`config.mk`:
```
export PLATFORM = sky130hd
export DESIGN_NAME = postfix_stack_calculator_flat
export DESIGN_NICKNAME = d
export VERILOG_FILES = /design/src/psc_pkg.sv /design/src/psc_stream_if.sv /design/src/postfix_stack_calculator.sv /design/src/psc_ram.sv /design/src/psc_div.sv /design/src/psc_dp.sv /design/src/psc_ctrl.sv /design/src/flat_wrapper.sv
export SDC_FILE = /design/constraint.sdc
export NUM_CORES = 2
export LEC_CHECK = 0
export BUFFER_PORTS_ARGS = -buffer_cell sky130_fd_sc_hd__buf_2
export CAP_MARGIN = 20
export CORE_ASPECT_RATIO = 0.6
export CORE_UTILIZATION = 39
export CTS_CLUSTER_SIZE = 8
export DETAILED_ROUTE_END_ITERATION = 12
export PLACE_DENSITY = 0.64
export SLEW_MARGIN = 20
export SYNTH_ARGS = -nofsm -noshare
export SYNTH_HDL_FRONTEND = slang
export SYNTH_HIERARCHICAL = 1
export SYNTH_SLANG_ARGS = --single-unit
```
`constraint.sdc`:
```
create_clock -name clk -period 10.3 [get_ports clk]
set_clock_uncertainty 0.05 [all_clocks]
set_input_delay 1.03 -clock clk [delete_from_list [all_inputs] [get_ports clk]]
set_output_delay 1.03 -clock clk [all_outputs]
set_load 0.005 [all_outputs]
```
`src/psc_pkg.sv`:
```
// ----------------------------------------------------------------------------
// psc_pkg
// Shared types and constants for the postfix stack calculator.
// ----------------------------------------------------------------------------
package psc_pkg;

  localparam int Q_W        = 32;  // Q16.16 word
  localparam int FRAC_W     = 16;
  localparam int OP_W       = 3;
  localparam int DEPTH_W    = 5;   // reported depth field
  localparam int STATUS_W   = 3;
  localparam int PROD_W     = 2 * Q_W;
  localparam int DIVIDEND_W = Q_W + FRAC_W;
  localparam int DIV_CW     = $clog2(DIVIDEND_W);

  localparam logic [OP_W-1:0] OP_PUSH  = 3'd0;
  localparam logic [OP_W-1:0] OP_ADD   = 3'd1;
  localparam logic [OP_W-1:0] OP_SUB   = 3'd2;
  localparam logic [OP_W-1:0] OP_MUL   = 3'd3;
  localparam logic [OP_W-1:0] OP_DIV   = 3'd4;
  localparam logic [OP_W-1:0] OP_CLEAR = 3'd5;

  localparam logic signed [PROD_W-1:0] Q_MAX = PROD_W'(64'sd2147483647);
  localparam logic signed [PROD_W-1:0] Q_MIN = -PROD_W'(64'sd2147483648);

  typedef enum logic [STATUS_W-1:0] {
    ST_OK        = 3'd0,
    ST_OVERFLOW  = 3'd1,
    ST_UNDERFLOW = 3'd2,
    ST_DIVZERO   = 3'd3,
    ST_INVALID   = 3'd4,
    ST_SATURATED = 3'd5
  } psc_status_t;

  typedef enum logic [2:0] {
    S_IDLE,
    S_DECODE,
    S_LOAD,
    S_DIV,
    S_COMMIT,
    S_REPLY
  } psc_state_t;

  typedef struct packed {
    logic [OP_W-1:0]        operation;
    logic signed [Q_W-1:0]  operand_value;
  } psc_in_t;

  typedef struct packed {
    logic signed [Q_W-1:0]  top_value;
    logic [DEPTH_W-1:0]     stack_depth;
    logic [STATUS_W-1:0]    status;
  } psc_out_t;

  // controller -> datapath
  typedef struct packed {
    logic        load_in;     // capture the input transfer
    logic        push;        // write operand at pointer, pointer up
    logic        clear;
    logic        rd_below;    // read entry under the top
    logic        capture;     // form sum/product or start divider
    logic        commit;      // clamp, write back, pointer down
    logic        set_status;
    psc_status_t status_code;
    logic        out_load;    // load output register
  } psc_cmd_t;

  // datapath -> controller
  typedef struct packed {
    logic [OP_W-1:0] op;
    logic            full;
    logic            has_two;
    logic            top_zero;
    logic            div_busy;
    logic            out_free;
  } psc_stat_t;

endpackage

```
`src/psc_stream_if.sv`:
```
// ----------------------------------------------------------------------------
// psc_stream_if
// Valid/ready channel carrying one payload per transfer.
// ----------------------------------------------------------------------------
interface psc_stream_if #(
  parameter type payload_t = logic
);
  logic     valid;
  logic     ready;
  payload_t payload;

  modport source (output valid, output payload, input ready);
  modport sink   (input valid, input payload, output ready);
endinterface

```
`src/postfix_stack_calculator.sv`:
```
// Sequence: push, clear and failed operations go from the transfer through decode
// to reply; add, subtract and multiply add a load and a commit step; divide also
// waits in the 48-step restoring divider (one quotient bit a cycle).
// Throughput: one item in flight; the next transfer is taken as soon as the
// result sits in the output register, even while that result still waits.
// Reset (rst, synchronous): stack emptied, sequencer idle, no result pending.
// ----------------------------------------------------------------------------
// postfix_stack_calculator
// Postfix calculator over a bounded stack of signed Q16.16 operands.
// ----------------------------------------------------------------------------
module postfix_stack_calculator #(
  parameter int STACK_DEPTH = 16
) (
  input  logic          clk,
  input  logic          rst,
  psc_stream_if.sink    in_ch,
  psc_stream_if.source  out_ch
);
  import psc_pkg::*;

  // Control/status between sequencer and datapath
  psc_cmd_t  cmd;
  psc_stat_t stat;
  psc_in_t   in_data;
  psc_out_t  out_data;

  // Input payload is captured by the datapath on the transfer cycle; the
  // sequencer only owns the handshake.
  assign in_data.operation     = in_ch.payload.operation;
  assign in_data.operand_value = in_ch.payload.operand_value;

  psc_ctrl u_ctrl (
    .clk      (clk),
    .rst      (rst),
    .in_valid (in_ch.valid),
    .in_ready (in_ch.ready),
    .stat     (stat),
    .cmd      (cmd)
  );

  // Datapath holds the stack RAM, the cached top entry (so arithmetic needs
  // a single RAM read for the entry below), the ALU with saturation, the
  // divider and the output register.
  psc_dp #(
    .STACK_DEPTH (STACK_DEPTH)
  ) u_dp (
    .clk       (clk),
    .rst       (rst),
    .cmd       (cmd),
    .stat      (stat),
    .in_data   (in_data),
    .out_valid (out_ch.valid),
    .out_ready (out_ch.ready),
    .out_data  (out_data)
  );

  // Result fields straight from the output register
  assign out_ch.payload.top_value   = out_data.top_value;
  assign out_ch.payload.stack_depth = out_data.stack_depth;
  assign out_ch.payload.status      = out_data.status;
endmodule

```
`src/psc_ram.sv`:
```
// ----------------------------------------------------------------------------
// psc_ram
// Generic single-write, single-read RAM with registered read data.
// ----------------------------------------------------------------------------
module psc_ram #(
  parameter int WIDTH = 32,
  parameter int DEPTH = 16
) (
  input  logic                     clk,
  input  logic                     we,
  input  logic [$clog2(DEPTH)-1:0] waddr,
  input  logic [WIDTH-1:0]         wdata,
  input  logic                     re,
  input  logic [$clog2(DEPTH)-1:0] raddr,
  output logic [WIDTH-1:0]         rdata
);
  logic [WIDTH-1:0] mem [DEPTH];

  always_ff @(posedge clk) begin
    if (we) begin
      mem[waddr] <= wdata;
    end
    if (re) begin
      rdata <= mem[raddr];
    end
  end
endmodule

```
`src/psc_div.sv`:
```
// ----------------------------------------------------------------------------
// psc_div
// Unsigned restoring divider, one quotient bit per cycle.
// ----------------------------------------------------------------------------
module psc_div (
  input  logic                           clk,
  input  logic                           rst,
  input  logic                           start,
  input  logic [psc_pkg::DIVIDEND_W-1:0] dividend,
  input  logic [psc_pkg::Q_W-1:0]        divisor,
  output logic                           busy,
  output logic [psc_pkg::DIVIDEND_W-1:0] quotient
);
  import psc_pkg::*;

  logic [DIV_CW-1:0]     cnt;
  logic [Q_W-1:0]        rem;
  logic [Q_W-1:0]        dvs;
  logic [DIVIDEND_W-1:0] dq;     // dividend shifts out, quotient shifts in
  logic [Q_W:0]          shifted;
  logic [Q_W+1:0]        diff;
  logic                  ge;

  assign shifted  = {rem, dq[DIVIDEND_W-1]};
  assign diff     = {1'b0, shifted} - {2'b00, dvs};
  assign ge       = ~diff[Q_W+1];
  assign quotient = dq;

  always_ff @(posedge clk) begin
    if (rst) begin
      busy <= 1'b0;
    end else if (start) begin
      busy <= 1'b1;
    end else if (busy && cnt == '0) begin
      busy <= 1'b0;
    end
  end

  always_ff @(posedge clk) begin
    if (start) begin
      cnt <= DIV_CW'(DIVIDEND_W - 1);
      rem <= '0;
      dvs <= divisor;
      dq  <= dividend;
    end else if (busy) begin
      cnt <= cnt - DIV_CW'(1);
      rem <= ge ? diff[Q_W-1:0] : shifted[Q_W-1:0];
      dq  <= {dq[DIVIDEND_W-2:0], ge};
    end
  end
endmodule

```
`src/psc_dp.sv`:
```
// ----------------------------------------------------------------------------
// psc_dp
// Datapath: stack RAM, pointer, cached top, ALU, divider, output register.
// ----------------------------------------------------------------------------
module psc_dp #(
  parameter int STACK_DEPTH = 16
) (
  input  logic                clk,
  input  logic                rst,
  input  psc_pkg::psc_cmd_t   cmd,
  output psc_pkg::psc_stat_t  stat,
  input  psc_pkg::psc_in_t    in_data,
  output logic                out_valid,
  input  logic                out_ready,
  output psc_pkg::psc_out_t   out_data
);
  import psc_pkg::*;

  localparam int AW  = $clog2(STACK_DEPTH);
  localparam int SPW = $clog2(STACK_DEPTH + 1);

  logic [OP_W-1:0]          op;
  logic signed [Q_W-1:0]    operand;
  logic [SPW-1:0]           sp;
  logic signed [Q_W-1:0]    top;
  logic signed [PROD_W-1:0] res;
  logic [STATUS_W-1:0]      status;

  logic [AW-1:0]            below_addr;
  logic [Q_W-1:0]           rdata;
  logic signed [Q_W-1:0]    below;
  logic signed [PROD_W-1:0] below_x, top_x, product;
  logic                     ram_we;
  logic [AW-1:0]            ram_waddr;
  logic [Q_W-1:0]           ram_wdata;

  logic [Q_W-1:0]           below_mag, top_mag;
  logic                     div_neg;
  logic [DIVIDEND_W-1:0]    quot;
  logic signed [PROD_W-1:0] quot_s;
  logic signed [PROD_W-1:0] value;
  logic signed [Q_W-1:0]    clamped;
  logic                     sat;

  assign below_addr = AW'(sp - SPW'(2));
  assign below      = signed'(rdata);
  assign below_x    = {{Q_W{below[Q_W-1]}}, below};
  assign top_x      = {{Q_W{top[Q_W-1]}}, top};
  assign product    = below * top;

  assign below_mag  = below[Q_W-1] ? Q_W'(-below) : Q_W'(below);
  assign top_mag    = top[Q_W-1] ? Q_W'(-top) : Q_W'(top);

  psc_ram #(
    .WIDTH (Q_W),
    .DEPTH (STACK_DEPTH)
  ) u_stack (
    .clk   (clk),
    .we    (ram_we),
    .waddr (ram_waddr),
    .wdata (ram_wdata),
    .re    (cmd.rd_below),
    .raddr (below_addr),
    .rdata (rdata)
  );

  psc_div u_div (
    .clk      (clk),
    .rst      (rst),
    .start    (cmd.capture && op == OP_DIV),
    .dividend ({below_mag, {FRAC_W{1'b0}}}),
    .divisor  (top_mag),
    .busy     (stat.div_busy),
    .quotient (quot)
  );

  // quotient truncates toward zero: sign applied to the magnitude
  assign quot_s = div_neg ? -PROD_W'(quot) : PROD_W'(quot);

  always_comb begin
    case (op)
      OP_MUL:  value = res >>> FRAC_W;   // floor
      OP_DIV:  value = quot_s;
      default: value = res;
    endcase
    sat = 1'b0;
    if (value > Q_MAX) begin
      clamped = Q_MAX[Q_W-1:0];
      sat     = 1'b1;
    end else if (value < Q_MIN) begin
      clamped = Q_MIN[Q_W-1:0];
      sat     = 1'b1;
    end else begin
      clamped = value[Q_W-1:0];
    end
  end

  assign ram_we    = cmd.push | cmd.commit;
  assign ram_waddr = cmd.push ? sp[AW-1:0] : below_addr;
  assign ram_wdata = cmd.push ? operand : clamped;

  assign stat.op       = op;
  assign stat.full     = (sp == SPW'(STACK_DEPTH));
  assign stat.has_two  = (sp >= SPW'(2));
  assign stat.top_zero = (top == '0);
  assign stat.out_free = ~out_valid | out_ready;

  always_ff @(posedge clk) begin
    if (rst) begin
      sp <= '0;
    end else if (cmd.clear) begin
      sp <= '0;
    end else if (cmd.push) begin
      sp <= sp + SPW'(1);
    end else if (cmd.commit) begin
      sp <= sp - SPW'(1);
    end
  end

  always_ff @(posedge clk) begin
    if (cmd.load_in) begin
      op      <= in_data.operation;
      operand <= in_data.operand_value;
    end
    if (cmd.push) begin
      top <= operand;
    end else if (cmd.commit) begin
      top <= clamped;
    end
    if (cmd.capture) begin
      case (op)
        OP_ADD:  res <= below_x + top_x;
        OP_SUB:  res <= below_x - top_x;
        default: res <= product;
      endcase
      div_neg <= below[Q_W-1] ^ top[Q_W-1];
    end
    if (cmd.set_status) begin
      status <= cmd.status_code;
    end else if (cmd.commit) begin
      status <= sat ? ST_SATURATED : ST_OK;
    end
  end

  always_ff @(posedge clk) begin
    if (rst) begin
      out_valid <= 1'b0;
    end else if (cmd.out_load) begin
      out_valid <= 1'b1;
    end else if (out_ready) begin
      out_valid <= 1'b0;
    end
  end

  always_ff @(posedge clk) begin
    if (cmd.out_load) begin
      out_data.top_value   <= (sp != '0) ? top : '0;
      out_data.stack_depth <= DEPTH_W'(sp);
      out_data.status      <= status;
    end
  end
endmodule

```
`src/psc_ctrl.sv`:
```
// ----------------------------------------------------------------------------
// psc_ctrl
// Sequencer: decodes each operation and steps the datapath through it.
// ----------------------------------------------------------------------------
module psc_ctrl (
  input  logic                clk,
  input  logic                rst,
  input  logic                in_valid,
  output logic                in_ready,
  input  psc_pkg::psc_stat_t  stat,
  output psc_pkg::psc_cmd_t   cmd
);
  import psc_pkg::*;

  psc_state_t state, state_next;

  always_ff @(posedge clk) begin
    if (rst) begin
      state <= S_IDLE;
    end else begin
      state <= state_next;
    end
  end

  always_comb begin
    state_next = state;
    case (state)
      S_IDLE: begin
        if (in_valid) state_next = S_DECODE;
      end
      S_DECODE: begin
        case (stat.op)
          OP_ADD, OP_SUB, OP_MUL: begin
            state_next = stat.has_two ? S_LOAD : S_REPLY;
          end
          OP_DIV: begin
            state_next = (stat.has_two && !stat.top_zero) ? S_LOAD : S_REPLY;
          end
          default: state_next = S_REPLY;
        endcase
      end
      S_LOAD: begin
        state_next = (stat.op == OP_DIV) ? S_DIV : S_COMMIT;
      end
      S_DIV: begin
        if (!stat.div_busy) state_next = S_COMMIT;
      end
      S_COMMIT: state_next = S_REPLY;
      S_REPLY: begin
        if (stat.out_free) state_next = S_IDLE;
      end
      default: state_next = S_IDLE;
    endcase
  end

  always_comb begin
    cmd      = '0;
    in_ready = 1'b0;
    case (state)
      S_IDLE: begin
        in_ready    = 1'b1;
        cmd.load_in = in_valid;
      end
      S_DECODE: begin
        case (stat.op)
          OP_PUSH: begin
            cmd.set_status  = 1'b1;
            cmd.status_code = stat.full ? ST_OVERFLOW : ST_OK;
            cmd.push        = ~stat.full;
          end
          OP_CLEAR: begin
            cmd.clear       = 1'b1;
            cmd.set_status  = 1'b1;
            cmd.status_code = ST_OK;
          end
          OP_ADD, OP_SUB, OP_MUL, OP_DIV: begin
            if (!stat.has_two) begin
              cmd.set_status  = 1'b1;
              cmd.status_code = ST_UNDERFLOW;
            end else if (stat.op == OP_DIV && stat.top_zero) begin
              cmd.set_status  = 1'b1;
              cmd.status_code = ST_DIVZERO;
            end else begin
              cmd.rd_below = 1'b1;
            end
          end
          default: begin
            cmd.set_status  = 1'b1;
            cmd.status_code = ST_INVALID;
          end
        endcase
      end
      S_LOAD:   cmd.capture  = 1'b1;
      S_COMMIT: cmd.commit   = 1'b1;
      S_REPLY:  cmd.out_load = stat.out_free;
      default: ;
    endcase
  end
endmodule

```
`src/flat_wrapper.sv`:
```
// flat-port wrapper written by rule: the top's interface ports become plain ports
module postfix_stack_calculator_flat import psc_pkg::*;
#(
  parameter int STACK_DEPTH = 16
)
  (clk, rst, in_ch_valid, in_ch_payload, in_ch_ready, out_ch_valid, out_ch_payload, out_ch_ready);
  psc_stream_if #(.payload_t(psc_in_t)) in_ch_i ();
  psc_stream_if #(.payload_t(psc_out_t)) out_ch_i ();
  input  logic clk;
  input  logic rst;
  input wire logic [$bits(in_ch_i.valid)-1:0] in_ch_valid;
  input wire logic [$bits(in_ch_i.payload)-1:0] in_ch_payload;
  output wire logic [$bits(in_ch_i.ready)-1:0] in_ch_ready;
  output wire logic [$bits(out_ch_i.valid)-1:0] out_ch_valid;
  output wire logic [$bits(out_ch_i.payload)-1:0] out_ch_payload;
  input wire logic [$bits(out_ch_i.ready)-1:0] out_ch_ready;
  assign in_ch_i.valid = in_ch_valid;
  assign in_ch_i.payload = in_ch_payload;
  assign in_ch_ready = in_ch_i.ready;
  assign out_ch_valid = out_ch_i.valid;
  assign out_ch_payload = out_ch_i.payload;
  assign out_ch_i.ready = out_ch_ready;
  postfix_stack_calculator #(.STACK_DEPTH(STACK_DEPTH)) u_core (.clk(clk), .rst(rst), .in_ch(in_ch_i), .out_ch(out_ch_i));
endmodule
```
; Yosys cells after proc, flatten, opt, wreduce, memory -nomap -nowiden
; Memory sizes are Yosys's and may differ from the RTL's. A register that Yosys moved wholly into a read port is not among the register bits.
; Cells that the tools add are included.
[totals]
mem_bits_ro = 0
word_cells = 124
input_bits = 39
ramBits = 512
latchBits = 0
output_inout_bits = 42
n_memories = 1
register_bits = 303
[op_classes]
n_bitwise = 6
mul = 1
div = 0
mux = 51
n_lt_le_gt_ge = 3
addsub = 10
n_reduce_logical = 19
n_eq_ne = 14
shift = 0
[mem_list]
columns = memory, words, word_bits, read_ports, rd_clocked_by_memory_dff, wr, line_no
row1 = u_core.u_dp.u_stack.mem, 16, 32, 1, 1, 1, psc_ram.sv:17  ; logic [WIDTH-1:0] mem [DEPTH];
[ops]
columns = op, count
row1 = $pmux 64 s2, 2
row2 = $mux 32, 7
row3 = $mux 48, 2
row4 = $gt 64x32->1 const B, 1
row5 = $lt 64x32->1 const B, 1
row6 = $mul 32x32->64, 1
row7 = $mux 64, 1
row8 = $neg 32->32, 2
row9 = $neg 48->64, 1
row10 = $sub 33x32->34, 1
row11 = $add 32x32->33, 1
row12 = $sub 32x32->33, 1
row13 = $logic_not 32->1, 1
row14 = $mux 31, 1
row15 = $mux 3, 10
row16 = $mux 1, 19
row17 = $pmux 3 s6, 1
row18 = $mux 4, 4
row19 = $eq 3x2->1 const B, 4
row20 = $eq 3x3->1 const B, 4
row21 = $pmux 4 s3, 1
row22 = $mux 5, 2
row23 = $reduce_bool 2->1, 5
row24 = $eq 3x1->1 const B, 2
row25 = other kinds (20), 29

; Depth between registers and ports, before layout
[logic_depth]
word_depth = 9
ltp_mapped = 32
ltp_nobuf = 28

; By module
; The synthesis kept the hierarchy.
[by_module_without_submodules]
columns = module, n_inst, cells_each, area_each_um2
row1 = psc_dp, 1, 5390, 49771.5
row2 = psc_ram, 1, 838, 20156.8
row3 = psc_div, 1, 600, 6486.2
row4 = psc_ctrl, 1, 50, 362.8

; Worst setup path before layout
; OpenSTA, ideal clock, no wires.
[synth_timing]
path_type = reg-to-reg
startpoint = reg u_core.u_dp.u_stack.rdata[31] (read register of u_core.u_dp.u_stack.mem)
endpoint = reg u_core.u_dp.res[59], data pin
path_slack_ps = 1716
stages_incl_launch_ff = 29
required_time_ps = 9979
synth_period_minus_slack_ps = 8584
n_path_buf = 4
arrival_time_ps = 8263
cell_sequence = edfxtp_1 -> clkbuf_1 -> clkbuf_1 -> clkbuf_1 -> nand2_1 -> inv_1 -> fa_1 -> inv_1 -> fa_1 -> inv_1 -> fa_1 -> fa_1 -> inv_1 -> fa_1 -> inv_1 -> fa_1 -> inv_1 -> fa_1 -> inv_1 -> fa_1 -> ha_1 -> clkbuf_1 -> nand4_1 -> or3_1 -> a2111oi_0 -> o21ai_0 -> a211oi_1 -> o21a_1 -> o31ai_1
[synth_via]
elab_chain_cells = 2
word_cells_on_any_way = 4
classes_between = add/sub (2) / mul (1) / mux (1)
[synth_lines]
columns = item, line_no
row1 = start: declaration, psc_ram.sv:15  ; output logic [WIDTH-1:0] rdata
row2 = $mul 32x32->64 (tied with other cells), psc_dp.sv:49  ; assign product = below * top;
row3 = $pmux 64 s2 (*), psc_dp.sv:131  ; case (op)
row4 = end signal: assignment, psc_dp.sv:132  ; OP_ADD: res <= below_x + top_x;
row5 = end signal: assignment, psc_dp.sv:133  ; OP_SUB: res <= below_x - top_x;
row6 = end signal: assignment, psc_dp.sv:134  ; default: res <= product;
row7 = end: declaration, psc_dp.sv:26  ; logic signed [PROD_W-1:0] res;
; Every way passes the cells marked *; elsewhere a longest branch is shown, timed or not.
; A chain may end at the register's enable or synchronous reset.

; Worst setup path in the final report
[layout_timing]
startpoint = reg u_core.u_dp.top[8]
endpoint = reg u_core.u_dp.res[59], data pin
[layout_via]
elab_chain_cells = 2
word_cells_on_any_way = 4
classes_between = add/sub (2) / mul (1) / mux (1)
[layout_lines]
columns = item, line_no
row1 = start: declaration, psc_dp.sv:25  ; logic signed [Q_W-1:0] top;
row2 = start signal: assignment, psc_dp.sv:126  ; top <= operand;
row3 = start signal: assignment, psc_dp.sv:128  ; top <= clamped;
row4 = $mul 32x32->64 (tied with other cells), psc_dp.sv:49
row5 = $pmux 64 s2 (*), psc_dp.sv:131
; Marks and branches as above.

==> metrics.txt <==
reg2reg start=u_core/u_dp/top[8]; worst path required time=10.89 ns; Post-DP HPWL=approximately 230000 microns; Seq cells post-synth=847; clock slew at reported path FFs=~0.070 ns; unrepaired setup endpoints after global routing=false; synth warn=6; ratio of cells with drive above 1 in the final layout=10.73%; P&R area growth vs syn=10.44%; starting density of the core=around 39%; Detail Route Antenna Nets=0; Worst-Skew Late Latency=roughly 0.81 ns; HP Class=input pin to flop; initial antenna violation count=29; Hold Vio Cnt, Final=0; CTS tree=done; cts bufs inserted=~120; sequential share of the synthesized area=between 30% and 40%; cell family with most CP delay=adder cells; Final Instance Area=between 0.08 and 0.09 sq mm; global-route wire length before repair=roughly 420000 microns; slowest CP cell=edfxtp_1; DR iter-0 viols=roughly 8000; Core ar.=a little under 0.2 sq mm; via count=55960; post-layout worst setup margin=0.04152 ns; Worst R2R End=u_core/u_dp/res[59]; Root Buffer=clkbuf_16; vias per std cell=5.818; fill cell count=18210; Slew Viols, Final=0; hold path endpoint=u_core/u_dp/operand[3]; CP bufs+invs=9; Synth Area per Inst=about 11 sq um; port bufs=80; grt total ovfl=0; Clock H-tree levels=3; largest net degree at the start of global routing=slightly above 100; die width=between 500 and 600 microns; crit path kind=flop to flop; Syn Inst Count=about 6900; DP Area=between 0.08 and 0.09 sq mm; number of synthesized flops with an enable pin=approximately 800; GPL Wtd Cong=1.017; Hold Path Cell Cnt=1; Worst Path Max Fanout=7; # rows=125; Reg2Reg Setup Slack=just over 0.04 ns; cell mode on critical path=fa_1; Largest stage delay, worst path=approximately 0.71 ns; hold_sp=in_ch_payload[3]; GR Util All Layers=approximately 30%; Post-Syn Area=0.07678 sq mm; Primary FF master, synth=edfxtp_1; worst path arrival time=between 10 and 15 ns; NumNets Final=~8400; status=finished clean; final setup vio count=0; Rel. slew slack=about 17%; Die ar.=between 0.15 and 0.2 sq mm; clock tree buffer depth=3; Crit. End Element=flop; DR pass1 iterations=6; drt drc=0; CP startpoint=u_core/u_dp/top[8]; pre-CTS setup slack=-0.4017 ns; post-synthesis cell type count=between 90 and 100; vias in the first global route=~55000; Slew @ Worst Pin=between 1 and 1.5 ns; R2R depth=29; final worst path period share=around 100%; max-capacitance violation count=0; final WL=296200 microns; startpoint types=flop; Wirelength per Cell=30.79 microns; fmax=roughly 0.097 GHz; ys async rst share=0%; Die Y-Extent=~350 microns; # clock sinks=roughly 850; I/O Pins=between 80 and 90; minimum clock period=10.26 ns
==> metal layers <==
layer | global-route usage, % | part of all wire (%)
met1 | 46.30 | 45
met3 | 15.71 | 17
met4 | 6.877 | 2.7
met2 | 35.02 | 35
met5 | 2.367 | 0.31
==> cells by family after synthesis <==
logic type / Yosys count / share of synthesized area, %
fa+ha+maj: 1375 / 33.03
flops: 847 / 32.50
other cells: 1 / 0.004884
simple gates: 1826 / 11.57
mux: 200 / 4.775
buf+inv: 1497 / 7.470
xor+xnor: 192 / 2.190
compound gates: 940 / 8.460
==> state kept, by name, indices dropped and copies added (netlist names) <==
signal,count
u_core/u_ctrl/state,3
u_core/u_dp/div_neg,1
u_core/u_dp/op,3
u_core/u_dp/operand,32
u_core/u_dp/out_data,40
u_core/u_dp/out_valid,1
u_core/u_dp/res,64
u_core/u_dp/sp,5
u_core/u_dp/status,3
u_core/u_dp/top,32
u_core/u_dp/u_div/busy,1
u_core/u_dp/u_div/cnt,6
u_core/u_dp/u_div/dvs,32
u_core/u_dp/u_div/quotient,48
u_core/u_dp/u_div/rem,32
u_core/u_dp/u_stack/mem,512
u_core/u_dp/u_stack/rdata,32
==> through the flow <==
step	std cells	utilization [%]	hold WS (ns)	TNS [ns]
floorplan	6893	-	0.3503	0
global placement	9425	41.75	0.4277	-0.7949
detailed placement	9427	41.77	0.4265	-1.010
CTS	9607	43.54	0.3045	0
global route	9613	43.58	0.3219	0
finish	9619	43.58	0.3511	0
==> cells in the mapped netlist (all sizes together) (78+ instances only) <==
library cell,instances,area [sq um]
edfxtp,799,23990
mux4,128,2883
nand2,725,2721
a21o,80,608.1
a21oi,210,1074
and2,457,2859
inv,1106,4151
ha,289,3616
clkbuf,333,1250
o21ai,161,805.8
a22oi,78,585.6
fa,1086,21740
nor2,302,1141
xnor2,141,1235
==> layout make-up <==
type / count / area (sq um) / area share, %
antenna: 7 / 17.52 / 0.02066
clock buffer: 165 / 3161 / 3.727
clock inverter: 12 / 250.2 / 0.2951
inverter: 1107 / 4158 / 4.903
multi-input combinational: 4549 / 46530 / 54.87
sequential: 847 / 24960 / 29.43
tap: 2603 / 3257 / 3.841
timing repair buffer: 329 / 2466 / 2.908
==> worst max-delay path by stage <==
stage	to	slack, ns	cells past startpoint
after floorplan	u_core/u_dp/res[59]	1.72	28
after global placement	u_core/u_dp/res[59]	-0.35	26
after detailed placement	u_core/u_dp/res[59]	-0.40	26
after CTS	u_core/u_dp/res[59]	0.22	27
after global routing	u_core/u_dp/res[59]	0.02	27
final	u_core/u_dp/res[59]	0.04	29
==> repair_timing <==
item | in CTS | in global routing
buffers inserted | 3 | 2
resized for setup | 2 | 2
endpoints found under the setup margin | 4 | 5
hold buffers | 0 | 0
==> cells in the final DEF, fill, tap and decap left out, drive strengths merged, types with 57 or more instances in the layout <==
cell type and count:
a21o 80, a21oi 210, a22oi 78, and2 457
buf 328, clkbuf 165, edfxtp 799, fa 1086
ha 289, inv 1107, mux4 128, nand2 725
nor2 302, nor3 57, o21ai 161, xnor2 141
Power is left out: the tool's default activity adds up to more than one toggle a clock period on the data nets, which glitch-free logic cannot reach.
